**config.mk**
```make
export PLATFORM = sky130hd
export DESIGN_NAME = display_idle_dim_sleep_controller_flat
export DESIGN_NICKNAME = d
export VERILOG_FILES = /design/src/rtl/core/dids_pkg.sv /design/src/rtl/core/dids_req_if.sv /design/src/rtl/core/dids_rsp_if.sv /design/src/rtl/core/dids_step.sv /design/src/rtl/core/display_idle_dim_sleep_controller.sv /design/src/flat_wrapper.sv
export VERILOG_INCLUDE_DIRS = /design/src /design/src/rtl/core
export SDC_FILE = /design/constraint.sdc
export NUM_CORES = 1
export LEC_CHECK = 0
export BUFFER_PORTS_ARGS = -buffer_cell sky130_fd_sc_hd__buf_4
export CAP_MARGIN = 20
export CORE_MARGIN = 1.5
export CORE_UTILIZATION = 57
export CTS_CLUSTER_DIAMETER = 60
export DETAILED_ROUTE_END_ITERATION = 10
export PLACE_DENSITY = 0.79
export SLEW_MARGIN = 0
export SYNTH_ARGS = -nofsm -noshare
export SYNTH_HDL_FRONTEND = slang
export SYNTH_SLANG_ARGS = --single-unit
```
**constraint.sdc**
```tcl
create_clock -name i_clk -period 13.1 [get_ports i_clk]
set_input_delay 2.62 -clock i_clk [delete_from_list [all_inputs] [get_ports i_clk]]
set_output_delay 2.62 -clock i_clk [all_outputs]
set_load 0.005 [all_outputs]
```
**src/rtl/core/assert_macros.svh**
```systemverilog
// assertion macros used by the controller rtl
`ifndef ASSERT_MACROS_SVH
`define ASSERT_MACROS_SVH

`ifndef SYNTHESIS

// checked property, masked while reset is asserted
`define DIDS_ASSERT_RST(lbl, clk, rst_n, prop) \
    lbl: assert property (@(posedge clk) disable iff (!rst_n) prop) \
        else $error("dids assertion failed");

// checked property, evaluated at every edge including reset
`define DIDS_ASSERT_ALWAYS(lbl, clk, prop) \
    lbl: assert property (@(posedge clk) prop) \
        else $error("dids assertion failed");

`else

`define DIDS_ASSERT_RST(lbl, clk, rst_n, prop)
`define DIDS_ASSERT_ALWAYS(lbl, clk, prop)

`endif

`endif

```
**src/rtl/core/dids_pkg.sv**
```systemverilog
// shared types, codes and helper functions of the display idle controller
`timescale 1ns / 1ps

package dids_pkg;

    typedef enum logic [1:0] {
        MODE_AWAKE  = 2'd0,
        MODE_DIMMED = 2'd1,
        MODE_ASLEEP = 2'd2
    } t_mode;

    // request codes
    localparam logic [2:0] REQ_TICK     = 3'd0;
    localparam logic [2:0] REQ_ACTIVITY = 3'd1;
    localparam logic [2:0] REQ_BUTTON   = 3'd2;
    localparam logic [2:0] REQ_SET      = 3'd3;
    localparam logic [2:0] REQ_OFF      = 3'd4;

    // register indexes (byte address is 4 * index)
    localparam int unsigned ADDR_W = 5;
    localparam logic [2:0] REG_DIM_TIMEOUT   = 3'd0;
    localparam logic [2:0] REG_SLEEP_TIMEOUT = 3'd1;
    localparam logic [2:0] REG_DIM_ENABLE    = 3'd2;
    localparam logic [2:0] REG_SLEEP_ENABLE  = 3'd3;
    localparam logic [2:0] REG_DIM_LEVEL     = 3'd4;
    localparam logic [2:0] REG_DEBOUNCE      = 3'd5;

    // reset values
    localparam logic [15:0] RST_DIM_TIMEOUT   = 16'd30;
    localparam logic [15:0] RST_SLEEP_TIMEOUT = 16'd60;
    localparam logic        RST_DIM_ENABLE    = 1'b1;
    localparam logic        RST_SLEEP_ENABLE  = 1'b1;
    localparam logic [6:0]  RST_DIM_LEVEL     = 7'd15;
    localparam logic [15:0] RST_DEBOUNCE      = 16'd50;
    localparam logic [6:0]  RST_SAVED_PCT     = 7'd35;

    localparam logic [6:0]  PCT_MAX   = 7'd100;
    localparam logic [9:0]  MS_PER_S  = 10'd1000;
    // 255 * 2^19 / 100 rounded up, exact for every percent up to 100
    localparam logic [27:0] RAW_RECIP = 28'd1336935;
    localparam int unsigned RAW_SHIFT = 19;

    typedef struct packed {
        logic [2:0]  req_type;
        logic [31:0] now_ms;
        logic [7:0]  percent;
    } t_req;

    typedef struct packed {
        logic        brightness_write;
        logic [7:0]  brightness_raw;
        logic [6:0]  level_pct;
        logic [1:0]  mode_out;
        logic        button_action;
        logic [6:0]  remembered_pct;
    } t_rsp;

    typedef struct packed {
        logic [15:0] dim_timeout_s;
        logic [15:0] sleep_timeout_s;
        logic        dim_enable;
        logic        sleep_enable;
        logic [6:0]  dim_level_pct;
        logic [15:0] debounce_ms;
    } t_cfg;

    typedef struct packed {
        t_mode       mode;
        logic [6:0]  saved_pct;
        logic [6:0]  current_pct;
        logic [31:0] last_activity_ms;
        logic [31:0] last_button_ms;
    } t_state;

    function automatic logic [6:0] clamp_pct(input logic [7:0] pct);
        logic [6:0] res;
        if (pct > 8'(PCT_MAX)) begin
            res = PCT_MAX;
        end else begin
            res = pct[6:0];
        end
        return res;
    endfunction

    // pct * 255 / 100 via multiply by reciprocal
    function automatic logic [7:0] pct_to_raw(input logic [6:0] pct);
        logic [27:0] prod;
        prod = 28'(pct) * RAW_RECIP;
        return prod[RAW_SHIFT +: 8];
    endfunction

endpackage

```
**src/rtl/core/dids_req_if.sv**
```systemverilog
// request channel: valid / ready with the request payload
`timescale 1ns / 1ps

interface dids_req_if;
    logic            valid;
    logic            ready;
    dids_pkg::t_req  payload;

    modport source (output valid, output payload, input ready);
    modport sink   (input valid, input payload, output ready);
endinterface

```
**src/rtl/core/dids_rsp_if.sv**
```systemverilog
// result channel: valid / ready with the result payload
`timescale 1ns / 1ps

interface dids_rsp_if;
    logic            valid;
    logic            ready;
    dids_pkg::t_rsp  payload;

    modport source (output valid, output payload, input ready);
    modport sink   (input valid, input payload, output ready);
endinterface

```
**src/rtl/core/dids_step.sv**
```systemverilog
// per-request next state and result logic of the display idle controller
`timescale 1ns / 1ps

module dids_step (
    input  dids_pkg::t_req   i_req,
    input  dids_pkg::t_state i_state,
    input  dids_pkg::t_cfg   i_cfg,
    output dids_pkg::t_state o_state,
    output dids_pkg::t_rsp   o_rsp
);

    logic        dim_on;
    logic        sleep_on;
    logic [31:0] act_diff;
    logic [31:0] btn_diff;
    logic [16:0] sleep_lim_s;
    logic [26:0] sleep_lim_ms;
    logic [25:0] dim_lim_ms;
    logic [6:0]  set_pct;
    logic        wr;
    logic [6:0]  wr_pct;
    logic        action;
    dids_pkg::t_state n_state;

    assign dim_on   = i_cfg.dim_enable && (i_cfg.dim_timeout_s != '0);
    assign sleep_on = i_cfg.sleep_enable && (i_cfg.sleep_timeout_s != '0);
    assign act_diff = i_req.now_ms - i_state.last_activity_ms;
    assign btn_diff = i_req.now_ms - i_state.last_button_ms;

    // idle seconds >= limit  <=>  idle ms >= limit * 1000
    assign sleep_lim_s  = 17'(i_cfg.sleep_timeout_s)
                        + (dim_on ? 17'(i_cfg.dim_timeout_s) : 17'd0);
    assign sleep_lim_ms = 27'(sleep_lim_s) * 27'(dids_pkg::MS_PER_S);
    assign dim_lim_ms   = 26'(i_cfg.dim_timeout_s) * 26'(dids_pkg::MS_PER_S);

    assign set_pct = dids_pkg::clamp_pct(i_req.percent);

    always_comb begin
        n_state = i_state;
        wr      = 1'b0;
        wr_pct  = '0;
        action  = 1'b0;
        case (i_req.req_type)
            dids_pkg::REQ_TICK: begin
                if ((i_state.mode == dids_pkg::MODE_DIMMED && !i_cfg.dim_enable) ||
                    (i_state.mode == dids_pkg::MODE_ASLEEP && !i_cfg.sleep_enable)) begin
                    // feature turned off while in it: restore
                    wr           = 1'b1;
                    wr_pct       = i_state.saved_pct;
                    n_state.mode = dids_pkg::MODE_AWAKE;
                end else if (i_state.mode != dids_pkg::MODE_ASLEEP) begin
                    if (sleep_on && act_diff >= 32'(sleep_lim_ms)) begin
                        wr           = 1'b1;
                        wr_pct       = '0;
                        n_state.mode = dids_pkg::MODE_ASLEEP;
                    end else if (dim_on && i_state.mode == dids_pkg::MODE_AWAKE &&
                                 act_diff >= 32'(dim_lim_ms)) begin
                        wr           = 1'b1;
                        wr_pct       = dids_pkg::clamp_pct({1'b0, i_cfg.dim_level_pct});
                        n_state.mode = dids_pkg::MODE_DIMMED;
                    end
                end
            end
            dids_pkg::REQ_ACTIVITY: begin
                n_state.last_activity_ms = i_req.now_ms;
                if (i_state.mode != dids_pkg::MODE_AWAKE) begin
                    wr           = 1'b1;
                    wr_pct       = i_state.saved_pct;
                    n_state.mode = dids_pkg::MODE_AWAKE;
                end
            end
            dids_pkg::REQ_BUTTON: begin
                if (btn_diff >= 32'(i_cfg.debounce_ms)) begin
                    n_state.last_button_ms   = i_req.now_ms;
                    n_state.last_activity_ms = i_req.now_ms;
                    // action only for a press that did not have to wake
                    action = (i_state.mode == dids_pkg::MODE_AWAKE);
                    if (i_state.mode != dids_pkg::MODE_AWAKE) begin
                        wr           = 1'b1;
                        wr_pct       = i_state.saved_pct;
                        n_state.mode = dids_pkg::MODE_AWAKE;
                    end
                end
            end
            dids_pkg::REQ_SET: begin
                wr     = 1'b1;
                wr_pct = set_pct;
                if (set_pct != '0) begin
                    n_state.saved_pct = set_pct;
                    if (i_state.mode != dids_pkg::MODE_AWAKE) begin
                        n_state.mode             = dids_pkg::MODE_AWAKE;
                        n_state.last_activity_ms = i_req.now_ms;
                    end
                end
            end
            dids_pkg::REQ_OFF: begin
                wr           = 1'b1;
                wr_pct       = '0;
                n_state.mode = dids_pkg::MODE_ASLEEP;
            end
            default: begin
            end
        endcase
        if (wr) begin
            n_state.current_pct = wr_pct;
        end
    end

    assign o_state = n_state;

    always_comb begin
        o_rsp.brightness_write = wr;
        o_rsp.brightness_raw   = wr ? dids_pkg::pct_to_raw(wr_pct) : 8'd0;
        o_rsp.level_pct        = n_state.current_pct;
        o_rsp.mode_out         = n_state.mode;
        o_rsp.button_action    = action;
        o_rsp.remembered_pct   = n_state.saved_pct;
    end

endmodule

```
**src/rtl/core/display_idle_dim_sleep_controller.sv**
```systemverilog
// Display idle manager with awake, dimmed and asleep states. Requests
// (tick, activity, button, set brightness, turn off) enter through an input
// register, are resolved by one pass of short combinational logic against the
// held state and the configuration registers, and leave through a result
// register. One request is taken every clock cycle while results are not
// stalled. The per-request step logic (a 32-bit timestamp difference
// compared against a timeout times 1000) sets the cycle time. A stalled
// result holds the input register, and a full input register then holds
// off new requests. Configuration is written over the APB-style
// port at byte address 4 * index and should only be written while no request
// is in flight.
`timescale 1ns / 1ps
`include "assert_macros.svh"

module display_idle_dim_sleep_controller (
    input  logic                          i_clk,
    input  logic                          i_rst_n,

    dids_req_if.sink                      i_req,
    dids_rsp_if.source                    o_rsp,

    input  logic                          psel,
    input  logic                          penable,
    input  logic                          pwrite,
    input  logic [dids_pkg::ADDR_W-1:0]   paddr,
    input  logic [31:0]                   pwdata,
    output logic [31:0]                   prdata,
    output logic                          pready
);

    dids_pkg::t_cfg   r_cfg;
    dids_pkg::t_state r_state;
    dids_pkg::t_state n_state;
    dids_pkg::t_req   r_in;
    dids_pkg::t_rsp   r_out;
    dids_pkg::t_rsp   n_out;
    logic             r_in_valid;
    logic             r_out_valid;
    logic             out_free;
    logic             advance;
    logic             cfg_wr;
    logic [2:0]       reg_idx;

    // ------------------------------------------------------------------
    // configuration port
    assign pready  = 1'b1;
    assign cfg_wr  = psel && penable && pwrite;
    assign reg_idx = paddr[dids_pkg::ADDR_W-1:2];

    always_ff @(posedge i_clk) begin
        if (!i_rst_n) begin
            r_cfg.dim_timeout_s   <= dids_pkg::RST_DIM_TIMEOUT;
            r_cfg.sleep_timeout_s <= dids_pkg::RST_SLEEP_TIMEOUT;
            r_cfg.dim_enable      <= dids_pkg::RST_DIM_ENABLE;
            r_cfg.sleep_enable    <= dids_pkg::RST_SLEEP_ENABLE;
            r_cfg.dim_level_pct   <= dids_pkg::RST_DIM_LEVEL;
            r_cfg.debounce_ms     <= dids_pkg::RST_DEBOUNCE;
        end else if (cfg_wr) begin
            case (reg_idx)
                dids_pkg::REG_DIM_TIMEOUT:   r_cfg.dim_timeout_s   <= pwdata[15:0];
                dids_pkg::REG_SLEEP_TIMEOUT: r_cfg.sleep_timeout_s <= pwdata[15:0];
                dids_pkg::REG_DIM_ENABLE:    r_cfg.dim_enable      <= pwdata[0];
                dids_pkg::REG_SLEEP_ENABLE:  r_cfg.sleep_enable    <= pwdata[0];
                dids_pkg::REG_DIM_LEVEL:     r_cfg.dim_level_pct   <= pwdata[6:0];
                dids_pkg::REG_DEBOUNCE:      r_cfg.debounce_ms     <= pwdata[15:0];
                default: begin
                end
            endcase
        end
    end

    always_comb begin
        case (reg_idx)
            dids_pkg::REG_DIM_TIMEOUT:   prdata = 32'(r_cfg.dim_timeout_s);
            dids_pkg::REG_SLEEP_TIMEOUT: prdata = 32'(r_cfg.sleep_timeout_s);
            dids_pkg::REG_DIM_ENABLE:    prdata = 32'(r_cfg.dim_enable);
            dids_pkg::REG_SLEEP_ENABLE:  prdata = 32'(r_cfg.sleep_enable);
            dids_pkg::REG_DIM_LEVEL:     prdata = 32'(r_cfg.dim_level_pct);
            dids_pkg::REG_DEBOUNCE:      prdata = 32'(r_cfg.debounce_ms);
            default:                     prdata = 32'd0;
        endcase
    end

    // ------------------------------------------------------------------
    // input register -> step logic -> result register
    assign out_free    = !r_out_valid || o_rsp.ready;
    assign advance     = r_in_valid && out_free;
    assign i_req.ready = !r_in_valid || out_free;

    always_ff @(posedge i_clk) begin
        if (!i_rst_n) begin
            r_in_valid <= 1'b0;
        end else if (i_req.ready) begin
            r_in_valid <= i_req.valid;
        end
    end

    always_ff @(posedge i_clk) begin
        if (i_req.ready && i_req.valid) begin
            r_in <= i_req.payload;
        end
    end

    dids_step u_step (
        .i_req   (r_in),
        .i_state (r_state),
        .i_cfg   (r_cfg),
        .o_state (n_state),
        .o_rsp   (n_out)
    );

    // display state and brightness bookkeeping
    always_ff @(posedge i_clk) begin
        if (!i_rst_n) begin
            r_state.mode             <= dids_pkg::MODE_AWAKE;
            r_state.saved_pct        <= dids_pkg::RST_SAVED_PCT;
            r_state.current_pct      <= '0;
            r_state.last_activity_ms <= '0;
            r_state.last_button_ms   <= '0;
        end else if (advance) begin
            r_state <= n_state;
        end
    end

    always_ff @(posedge i_clk) begin
        if (!i_rst_n) begin
            r_out_valid <= 1'b0;
        end else if (out_free) begin
            r_out_valid <= r_in_valid;
        end
    end

    always_ff @(posedge i_clk) begin
        if (advance) begin
            r_out <= n_out;
        end
    end

    assign o_rsp.valid   = r_out_valid;
    assign o_rsp.payload = r_out;

    // ------------------------------------------------------------------
    // assertions
    `DIDS_ASSERT_RST(a_level_range, i_clk, i_rst_n, r_state.current_pct <= dids_pkg::PCT_MAX)
    `DIDS_ASSERT_RST(a_saved_range, i_clk, i_rst_n,
        (r_state.saved_pct != '0) && (r_state.saved_pct <= dids_pkg::PCT_MAX))
    `DIDS_ASSERT_ALWAYS(a_stall_holds_input, i_clk,
        (r_in_valid && r_out_valid && !o_rsp.ready) |-> !i_req.ready)
    `DIDS_ASSERT_RST(a_action_awake, i_clk, i_rst_n,
        (r_out_valid && r_out.button_action) |->
        ((r_out.mode_out == dids_pkg::MODE_AWAKE) && !r_out.brightness_write))
    `DIDS_ASSERT_RST(a_asleep_dark, i_clk, i_rst_n,
        (r_out_valid && r_out.brightness_write && (r_out.mode_out == dids_pkg::MODE_ASLEEP))
        |-> (r_out.brightness_raw == 8'd0))

endmodule
```
**src/flat_wrapper.sv**
```systemverilog
// flat-port wrapper written by rule: the top's interface ports become plain ports
module display_idle_dim_sleep_controller_flat 
  (i_clk, i_rst_n, psel, penable, pwrite, paddr, pwdata, prdata, pready, i_req_valid, i_req_payload, i_req_ready, o_rsp_valid, o_rsp_payload, o_rsp_ready);
  dids_req_if i_req_i ();
  dids_rsp_if o_rsp_i ();
  input  logic i_clk;
  input  logic i_rst_n;
  input  logic psel;
  input  logic penable;
  input  logic pwrite;
  input  logic [dids_pkg::ADDR_W-1:0] paddr;
  input  logic [31:0] pwdata;
  output logic [31:0] prdata;
  output logic pready;
  input wire logic [$bits(i_req_i.valid)-1:0] i_req_valid;
  input wire logic [$bits(i_req_i.payload)-1:0] i_req_payload;
  output wire logic [$bits(i_req_i.ready)-1:0] i_req_ready;
  output wire logic [$bits(o_rsp_i.valid)-1:0] o_rsp_valid;
  output wire logic [$bits(o_rsp_i.payload)-1:0] o_rsp_payload;
  input wire logic [$bits(o_rsp_i.ready)-1:0] o_rsp_ready;
  assign i_req_i.valid = i_req_valid;
  assign i_req_i.payload = i_req_payload;
  assign i_req_ready = i_req_i.ready;
  assign o_rsp_valid = o_rsp_i.valid;
  assign o_rsp_payload = o_rsp_i.payload;
  assign o_rsp_i.ready = o_rsp_ready;
  display_idle_dim_sleep_controller u_core (.i_clk(i_clk), .i_rst_n(i_rst_n), .i_req(i_req_i), .o_rsp(o_rsp_i), .psel(psel), .penable(penable), .pwrite(pwrite), .paddr(paddr), .pwdata(pwdata), .prdata(prdata), .pready(pready));
endmodule
```
After elaboration in Yosys (flattened, before gate mapping). Index checks and enable logic that the tools add are counted. Widths: inputs -> output; s select.

Add/subtract/negate cells: 3. Multiply operators: 3. Order comparisons: 5. Equality and inequality tests: 15. Mux-type cells: 32. Reduce and logical (&&, ||, !) cells: 36.

Operators by type and width (count): $pmux 16 s6 (1); $pmux 32 s3 (1); $mux 7 (10); $mux 32 (2); $mux 64 (1); $sub 32x32->32 (2); $ge 32x16->1 (1); $ge 32x26->1 (1); $ge 32x27->1 (1); $reduce_bool 16->1 (2); $pmux 7 s4 (1); $mul 7x21->27 const B (1); $mul 17x7->24 const B (1); $mul 16x7->23 const B (1); $add 16x16->17 (1); $mux 16 (1); $reduce_and 2->1 (7); $eq 3x2->1 const B (4); $mux 2 (6); $logic_and 1x1->1 (11); $pmux 2 s5 (1); $eq 3x3->1 const B (3); $mux 9 (1); $gt 8x7->1 const B (1); other kinds (17) (32).

Register bits after elaboration: 208. Input bits: 87. Output and inout bits: 61.

Logic depth before layout (Yosys ltp). Gate-level depths: netlist (run 1).

Depth in word-level cells: 12. Mapped depth: 69. Gate-level depth less buffers: 68.

Hierarchy. A second synthesis (run 1) with hierarchy kept.

Cell total of the unflattened synthesis: 2660. Area total of the unflattened synthesis: 22611.7 um2.

By module, submodules not included: dids_step (times used 1, cells each 1913, area each 14646.5 um2); display_idle_dim_sleep_controller (times used 1, cells each 747, area each 7965.1 um2).

Worst setup path before layout (run 1). OpenSTA, ideal clock, no wires.

Path kind: reg2reg. From: register u_core.r_cfg[54] (netlist name). To: register u_core.r_out, in the netlist u_core.o_rsp.payload[24], data pin. Library setup time: 0.268 ns. Arrival: 13.055 ns. Required time: 12.832 ns. Slack: -0.223 ns. Stages on the path, launching flop included: 63. Path buffers: 1. Path through: dfxtp_1 -> inv_1 -> ha_1 -> nand4_1 -> o21a_1 -> clkbuf_1 -> and2_1 -> ha_1 -> inv_1 -> fa_1 -> nor2b_1 -> o21ai_0 -> a21boi_0 -> o21ai_0 -> a21boi_0 -> o21ai_0 -> a21boi_0 -> o21ai_0 -> [27 not listed] -> inv_1 -> ha_1 -> ha_1 -> or2_2 -> fa_1 -> ha_1 -> ha_1 -> a21o_1 -> a21o_1 -> a211oi_1 -> o21ai_0 -> a21oi_1 -> nor2b_1 -> a211oi_1 -> o21a_1 -> o21ai_1 -> a21oi_1 -> nor3b_1.

Cells in the longest elaborated chain, start to end: 12. Elaborated cells on any way between the ends: 22.

Ends and longest elaborated chain: start: declaration (RTL line display_idle_dim_sleep_controller.sv:31) `dids_pkg::t_cfg r_cfg;`; $reduce_bool 16->1 (RTL line dids_step.sv:25) `assign dim_on = i_cfg.dim_enable && (i_cfg.dim_timeout_s != '0);`; $logic_and 1x1->1 (RTL line dids_step.sv:25); $mux 16 (RTL line dids_step.sv:32) `+ (dim_on ? 17'(i_cfg.dim_timeout_s) : 17'd0);`; $add 16x16->17 (RTL line dids_step.sv:32); $mul 17x7->24 (RTL line dids_step.sv:33) `assign sleep_lim_ms = 27'(sleep_lim_s) * 27'(dids_pkg::MS_PER_S);`; $ge 32x27->1 (RTL line dids_step.sv:52) `if (sleep_on && act_diff >= 32'(sleep_lim_ms)) begin`; $logic_and 1x1->1 (RTL line dids_step.sv:52); $mux 7 (RTL line dids_step.sv:52); $mux 7 (RTL line dids_step.sv:51) `end else if (i_state.mode != dids_pkg::MODE_ASLEEP) begin`; $mux 7 (RTL line dids_step.sv:45) `if ((i_state.mode == dids_pkg::MODE_DIMMED && !i_cfg.dim_enable) ||`; $pmux 7 s4 (RTL line dids_step.sv:43) `case (i_req.req_type)`; $mul 7x21->27 (RTL line dids_pkg.sv:88) `prod = 28'(pct) * RAW_RECIP;`; end signal: assignment (RTL line display_idle_dim_sleep_controller.sv:135) `r_out <= n_out;`; end: declaration (RTL line display_idle_dim_sleep_controller.sv:35) `dids_pkg::t_rsp r_out;`.

Several ways; a longest one is shown, not always the timed one. A chain may end at the register's enable or synchronous reset.

Worst setup path in the final report (run 1).
From: register u_core.r_cfg[55] (netlist name). To: register u_core.r_out, in the netlist u_core.o_rsp.payload[21], data pin.

The elaborated chain is that of the path after synthesis.

==> run metrics, run 1 <==
CTS tree yes; skew final 0.0369 ns; Async SR Flop Fraction 0%; global route total overflow 0; synth warn 0; synth top area cells ha_1, dfxtp_1, fa_1; Initial Utilization 57.8%; status completed; nets@finish 3,239; clk sink count 208; slew margin rel. 28.2%; clock power share 29.6%; initial antenna violation count 4; num ports 148; post-synthesis sequential area ratio 22.4%; worst-skew pair later-pin latency 0.57 ns; Cell Count, Final, Fillers Out 3,249; DR pass1 iterations 6; Slew @ Worst Pin 1.07 ns; Die Height 198 um; # fillers 2,748; CTS clk-pin slew, worst paths 0.07 ns; Core Util, Final 69.6%; worst vdd ir 0.0000918 V; worst-case reg-to-reg path depth 64; Logic pwr share 42.0%; critical path arrival 13.14 ns; WL/cell 18.4 um; Startpoint Class flop; GPL Wtd Cong 0.961; Die X 198 um; Post-Synthesis Cell Area 21,700 um^2; H-tree Lvls 1; Crit Path Category flop to flop; Slew Viols, Final 0; Setup crit start u_core.r_cfg[55]; Power Density 95.6 nW/um^2; remaining antenna violation count 0; Post-CTS Hold Buffers 0; Synth Flop Type dfxtp_1; reg2reg end u_core.o_rsp.payload[21]; Sw Pwr 903 uW; hpwl dp 46,100 um; Core Area 37,600 um^2; Port Buffers 112; detailed-route vias per instance 5.81; CP Capture Type flop; pin count of the biggest net entering global routing 80; Global Route Usage Sum 29.5%; Slowest Stage Delay on Critical Path 0.57 ns; EDFF count, synth 69; Mean Syn Cell Area 8.89 um^2; Peak Freq 0.0777 GHz; layout cells sized above 1 20.3%; dpl cells 3,179; vias in the first global route 18,657; Pleak 0.0119 uW; Worst Hold Class flop to flop; first-pass GRT wire length 92,700 um; First DRT Iteration DRCs 1,536; Synth area leader ha_1; Syn Inst Count 2,443; drt drc 0; Int Pwr 1600 uW; critical path fanouts, max 7; Final Hold Fails 0; share of the synthesized area in the top cell type 17.9%; ant diodes 0; part of the power in registers 28.3%; die area 39,300 um^2; Critical Path RT 13.38 ns; clk buf depth 3; final period utilization 98.2%; DR vias 18,861; reg2reg start u_core.r_cfg[55]; CP max-delay cell fa_1; switching share of power 36.1%; Routed WL 59,900 um; FF-to-FF setup slack 0.24 ns; Post-synth top cells ha_1, inv_1, nand2_1, dfxtp_1, a21oi_1; root buffer cell clkbuf_16; maxcap violations 0; cts bufs inserted 26; most frequent cell after synthesis ha_1; Tmin final 12.86 ns; P&R area growth vs syn 20.5%; most used cell, CP fa_1; #FFs+latches synth 208; Finish-stage setup viols 0; FP Rows 71; Worst Setup EP u_core.o_rsp.payload[21]; synth unique cells 98
-- cell type report --
type	count	area [um^2]	area share, %
clock buffer	32	704	2.69
clock inverter	16	185	0.708
inverter	284	1070	4.08
multi-input combinational	1882	16300	62.3
sequential	208	4870	18.6
tap	511	639	2.44
timing repair buffer	316	2400	9.19
-- per-stage QoR --
stage | setup TNS [ns] | hold slack, ns | instance area (um^2) | total power, uW | worst slack, ns
floorplan | 0 | 0.444 | 21800 | 1340 | 0.00226
global placement | -3.87 | 0.453 | 24300 | 1630 | -0.560
detailed placement | -6.54 | 0.461 | 24300 | 1660 | -0.955
CTS | 0 | 0.472 | 25400 | 2420 | 0.0234
global route | -1.92 | 0.496 | 26200 | 2640 | -0.354
finish | 0 | 0.471 | 26200 | 2500 | 0.238
-- cells by family after synthesis --
| family | count (synthesis) | share of synthesized area (%) |
|---|---|---|
| AOI/OAI and AO/OA | 543 | 16.9 |
| xor gates and xnor gates | 112 | 4.52 |
| adders and majority gates | 434 | 29.3 |
| buffers and inverters | 368 | 6.76 |
| DFF | 208 | 22.4 |
| muxes | 91 | 4.54 |
| other | 2 | 0.0346 |
| and+or+nand+nor | 685 | 15.6 |
-- how the worst min path moves through the flow --
stage	startpoint	to	cells past startpoint
final	u_core.r_state[64]	u_core.r_state[64]	2
after global routing	u_core.r_state[64]	u_core.r_state[64]	2
after CTS	u_core.r_state[65]	u_core.r_state[65]	2
after detailed placement	u_core.r_state[64]	u_core.r_state[64]	2
after global placement	u_core.r_state[65]	u_core.r_state[65]	2
after floorplan	u_core.r_state[64]	u_core.r_state[64]	2
-- cells in the final DEF, fill, tap and decap left out, drive strengths merged, types with 32 or more instances in the layout --
cell type,count
a21boi,61
a21o,58
a21oi,140
buf,316
clkbuf,32
dfxtp,139
edfxtp,69
fa,123
ha,311
inv,287
mux2i,85
nand2,231
nand2b,32
nand3,42
nor2,121
nor2b,94
nor3,32
o21ai,114
xnor2,74
xor2,38
-- flip-flops by register name (all words and copies together), names as in the netlist --
register and count:
u_core.r_in 43, u_core.r_cfg 57, u_core.r_state 80, u_core.r_in_valid 1
u_core.o_rsp.payload 26, u_core.o_rsp.valid 1
-- metal layers --
layer / up-vias / GRT usage, % / wire (um)
met2: 629 / 51.3 / 29300
li1: 8999 / - / -
met1: 9018 / 36.5 / 24100
met3: 207 / 4.28 / 3690
met4: 8 / 12.2 / 2860
met5: - / 0 / 46
-- repair_timing --
| action | in CTS | in global routing |
|---|---|---|
| pin swaps | 22 | 116 |
| endpoints found under the hold margin | 0 | 0 |
| buffers inserted | 10 | 17 |
| endpoints found under the setup margin | 8 | 8 |
| gates resized for setup | 52 | 151 |
-- power by group through the flow --
stage               clock (uW)  sequential (uW)  combinational, uW
global placement             0              720                913
finish                     741              708               1050
CTS                        750              707                959
global route               779              710               1150
detailed placement           0              721                943
floorplan                    0              714                622
-- critical path, delay by kind of cell (launching register included) --
kind	cells	cell delay, ns
xor+xnor	2	0.41
fa+ha+maj	13	4.64
buf+inv	10	0.90
compound gates	25	4.37
simple gates	14	1.92
flops	1	0.33
Note: power is estimated with default switching activity, not from simulation.
==> run 2: changes to the inputs <==
REMOVE_ABC_BUFFERS = 1   (was default)
==> run metrics, run 2 (synthesis results as in run 1) <==
Global Route Usage Sum 29.5% (about the same); Tmin final 12.93 ns (was 12.86 ns); drt drc 0 (unchanged); Core Area 37,600 um^2 (unchanged); Peak Freq 0.0774 GHz (was 0.0777 GHz); worst-skew pair later-pin latency 0.56 ns (was 0.57 ns); GPL Wtd Cong 0.907 (was 0.961); CP max-delay cell fa_1 (unchanged); pin count of the biggest net entering global routing 101 (was 80); most used cell, CP a21oi_2 (was fa_1); commonest non-fill, non-tap cell in the layout buf_4 (unchanged); final period utilization 98.7% (was 98.2%); Setup crit start u_core.r_cfg[54] (was u_core.r_cfg[55]); Die X 198 um (unchanged); Critical Path RT 13.38 ns (about the same); P&R area growth vs syn 20.3% (was 20.5%); area of the multi-input gates 16,300 um^2 (about the same); Final WS setup 0.173 ns (was 0.238 ns); Die Height 198 um (unchanged); Largest register FFs 80 (unchanged); initial antenna violation count 0 (was 4); # fillers 2,810 (was 2,748); worst vdd ir 0.0000999 V (was 0.0000918 V); Register Area 4870 um^2 (about the same); nets@finish 3,246 (was 3,239); first-pass GRT wire length 93,100 um (was 92,700 um); die area 39,300 um^2 (unchanged); Initial Utilization 57.8% (unchanged); ant diodes 0 (unchanged); First DRT Iteration DRCs 1,382 (was 1,536); Cell Count, Final, Fillers Out 3,256 (was 3,249); vias in the first global route 18,741 (was 18,657); Regs by FF count u_core.r_state x80, u_core.r_cfg x57, u_core.r_in x43 (unchanged); root buffer cell clkbuf_16 (unchanged); WL/cell 18.5 um (was 18.4 um); hpwl dp 45,800 um (was 46,100 um); FP Rows 71 (unchanged); detailed-route vias per instance 5.81 (about the same); FF-to-FF setup slack 0.17 ns (was 0.24 ns); Finish-stage setup viols 0 (unchanged); dpl cells 3,173 (was 3,179); Crit Path Category flop to flop (unchanged); global route total overflow 0 (unchanged); Cell Area, Placed 24,200 um^2 (was 24,300 um^2); slew margin rel. 29.7% (was 28.2%); Power Density 95.0 nW/um^2 (was 95.6 nW/um^2); dpl ws -0.964 ns (was -0.955 ns); Port Buffers 112 (unchanged); DR pass1 iterations 6 (unchanged); Setup TNS 0 ns (unchanged); remaining antenna violation count 0 (unchanged); commonest non-fill, non-tap cells in the layout buf_4, ha_1, inv_1 (unchanged); clk sink count 208 (unchanged); critical path fanouts, max 6 (was 7); min-delay src u_core.r_state[65] (was u_core.r_state[64]); Slowest Stage Delay on Critical Path 0.55 ns (was 0.57 ns); maxcap violations 0 (unchanged); cts bufs inserted 26 (unchanged); num ports 148 (unchanged); Slew @ Worst Pin 1.05 ns (was 1.07 ns); CP Capture Type flop (unchanged); Routed WL 60,400 um (was 59,900 um); critical path arrival 13.20 ns (was 13.14 ns); Pleak 0.0119 uW (about the same); Startpoint Class flop (unchanged); clk buf depth 3 (unchanged); reg2reg start u_core.r_cfg[54] (was u_core.r_cfg[55]); most flop-heavy register u_core.r_state (unchanged); H-tree Lvls 1 (unchanged); CTS tree yes (unchanged); Final Hold Fails 0 (unchanged); Slew Viols, Final 0 (unchanged); Worst Hold Class flop to flop (unchanged); skew final 0.0268 ns (was 0.0369 ns); status completed (unchanged); DR vias 18,916 (was 18,861); CTS clk-pin slew, worst paths 0.06 ns (was 0.07 ns); layout cells sized above 1 20.7% (was 20.3%); fin area 26,100 um^2 (was 26,200 um^2); Power, Total 2480 uW (was 2500 uW)
## run 2: area by class of cell
class / count / share of cell area, %
clock buffer: 31 / 2.64
clock inverter: 17 / 0.541
inverter: 284 / 4.09
multi-input combinational: 1882 / 62.2
sequential: 208 / 18.6
tap: 511 / 2.45
timing repair buffer: 323 / 9.41
## run 2: path summary, 6_finish.rpt
kind                                            endpoint  depth (start not counted)
worst max-delay path            u_core.o_rsp.payload[22]                         63
worst min-delay path                  u_core.r_state[65]                          2
worst max register to register  u_core.o_rsp.payload[22]                         63
worst min register to register        u_core.r_state[65]                          2
## run 2: power breakdown
part,leakage [uW],switching [uW],total [uW],internal (uW)
Combinational,0.00971,586,1080,492
Clock,0.000405,296,695,399
Sequential,0.00179,19.4,708,689
Total,0.0119,902,2480,1580
## run 2: repair_timing
item,CTS,global route
setup endpoints to repair,8,8
buffers inserted,8,25
resized for setup,38,183
pin swaps,21,129
hold buffers,0,0
## run 2: worst max-delay path, delay by kind of cell, from the launching register on
family | cells | cell delay (ns)
compound gates | 24 | 3.81
xor+xnor | 3 | 0.50
fa+ha+maj | 13 | 4.77
buf+inv | 11 | 1.01
flops | 1 | 0.32
simple gates | 12 | 2.22
## run 2: routing by layer
layer / track usage, % / vias to the layer above / part of all wire [%] / wire length [um]
met3: 4.24 / 156 / 5.7 / 3470
met2: 51.9 / 592 / 50 / 30000
met4: 12.3 / 0 / 4.1 / 2480
met5: 0 / - / 0 / 0
met1: 36.0 / 9138 / 40 / 24400
li1: - / 9030 / - / -
## run 2: through the flow
step | hold slack, ns | util, %
final | 0.482 | 69.5
after global routing | 0.516 | 69.5
after CTS | 0.483 | 67.0
after detailed placement | 0.465 | 64.3
after global placement | 0.452 | 64.3
after floorplan | 0.444 | -
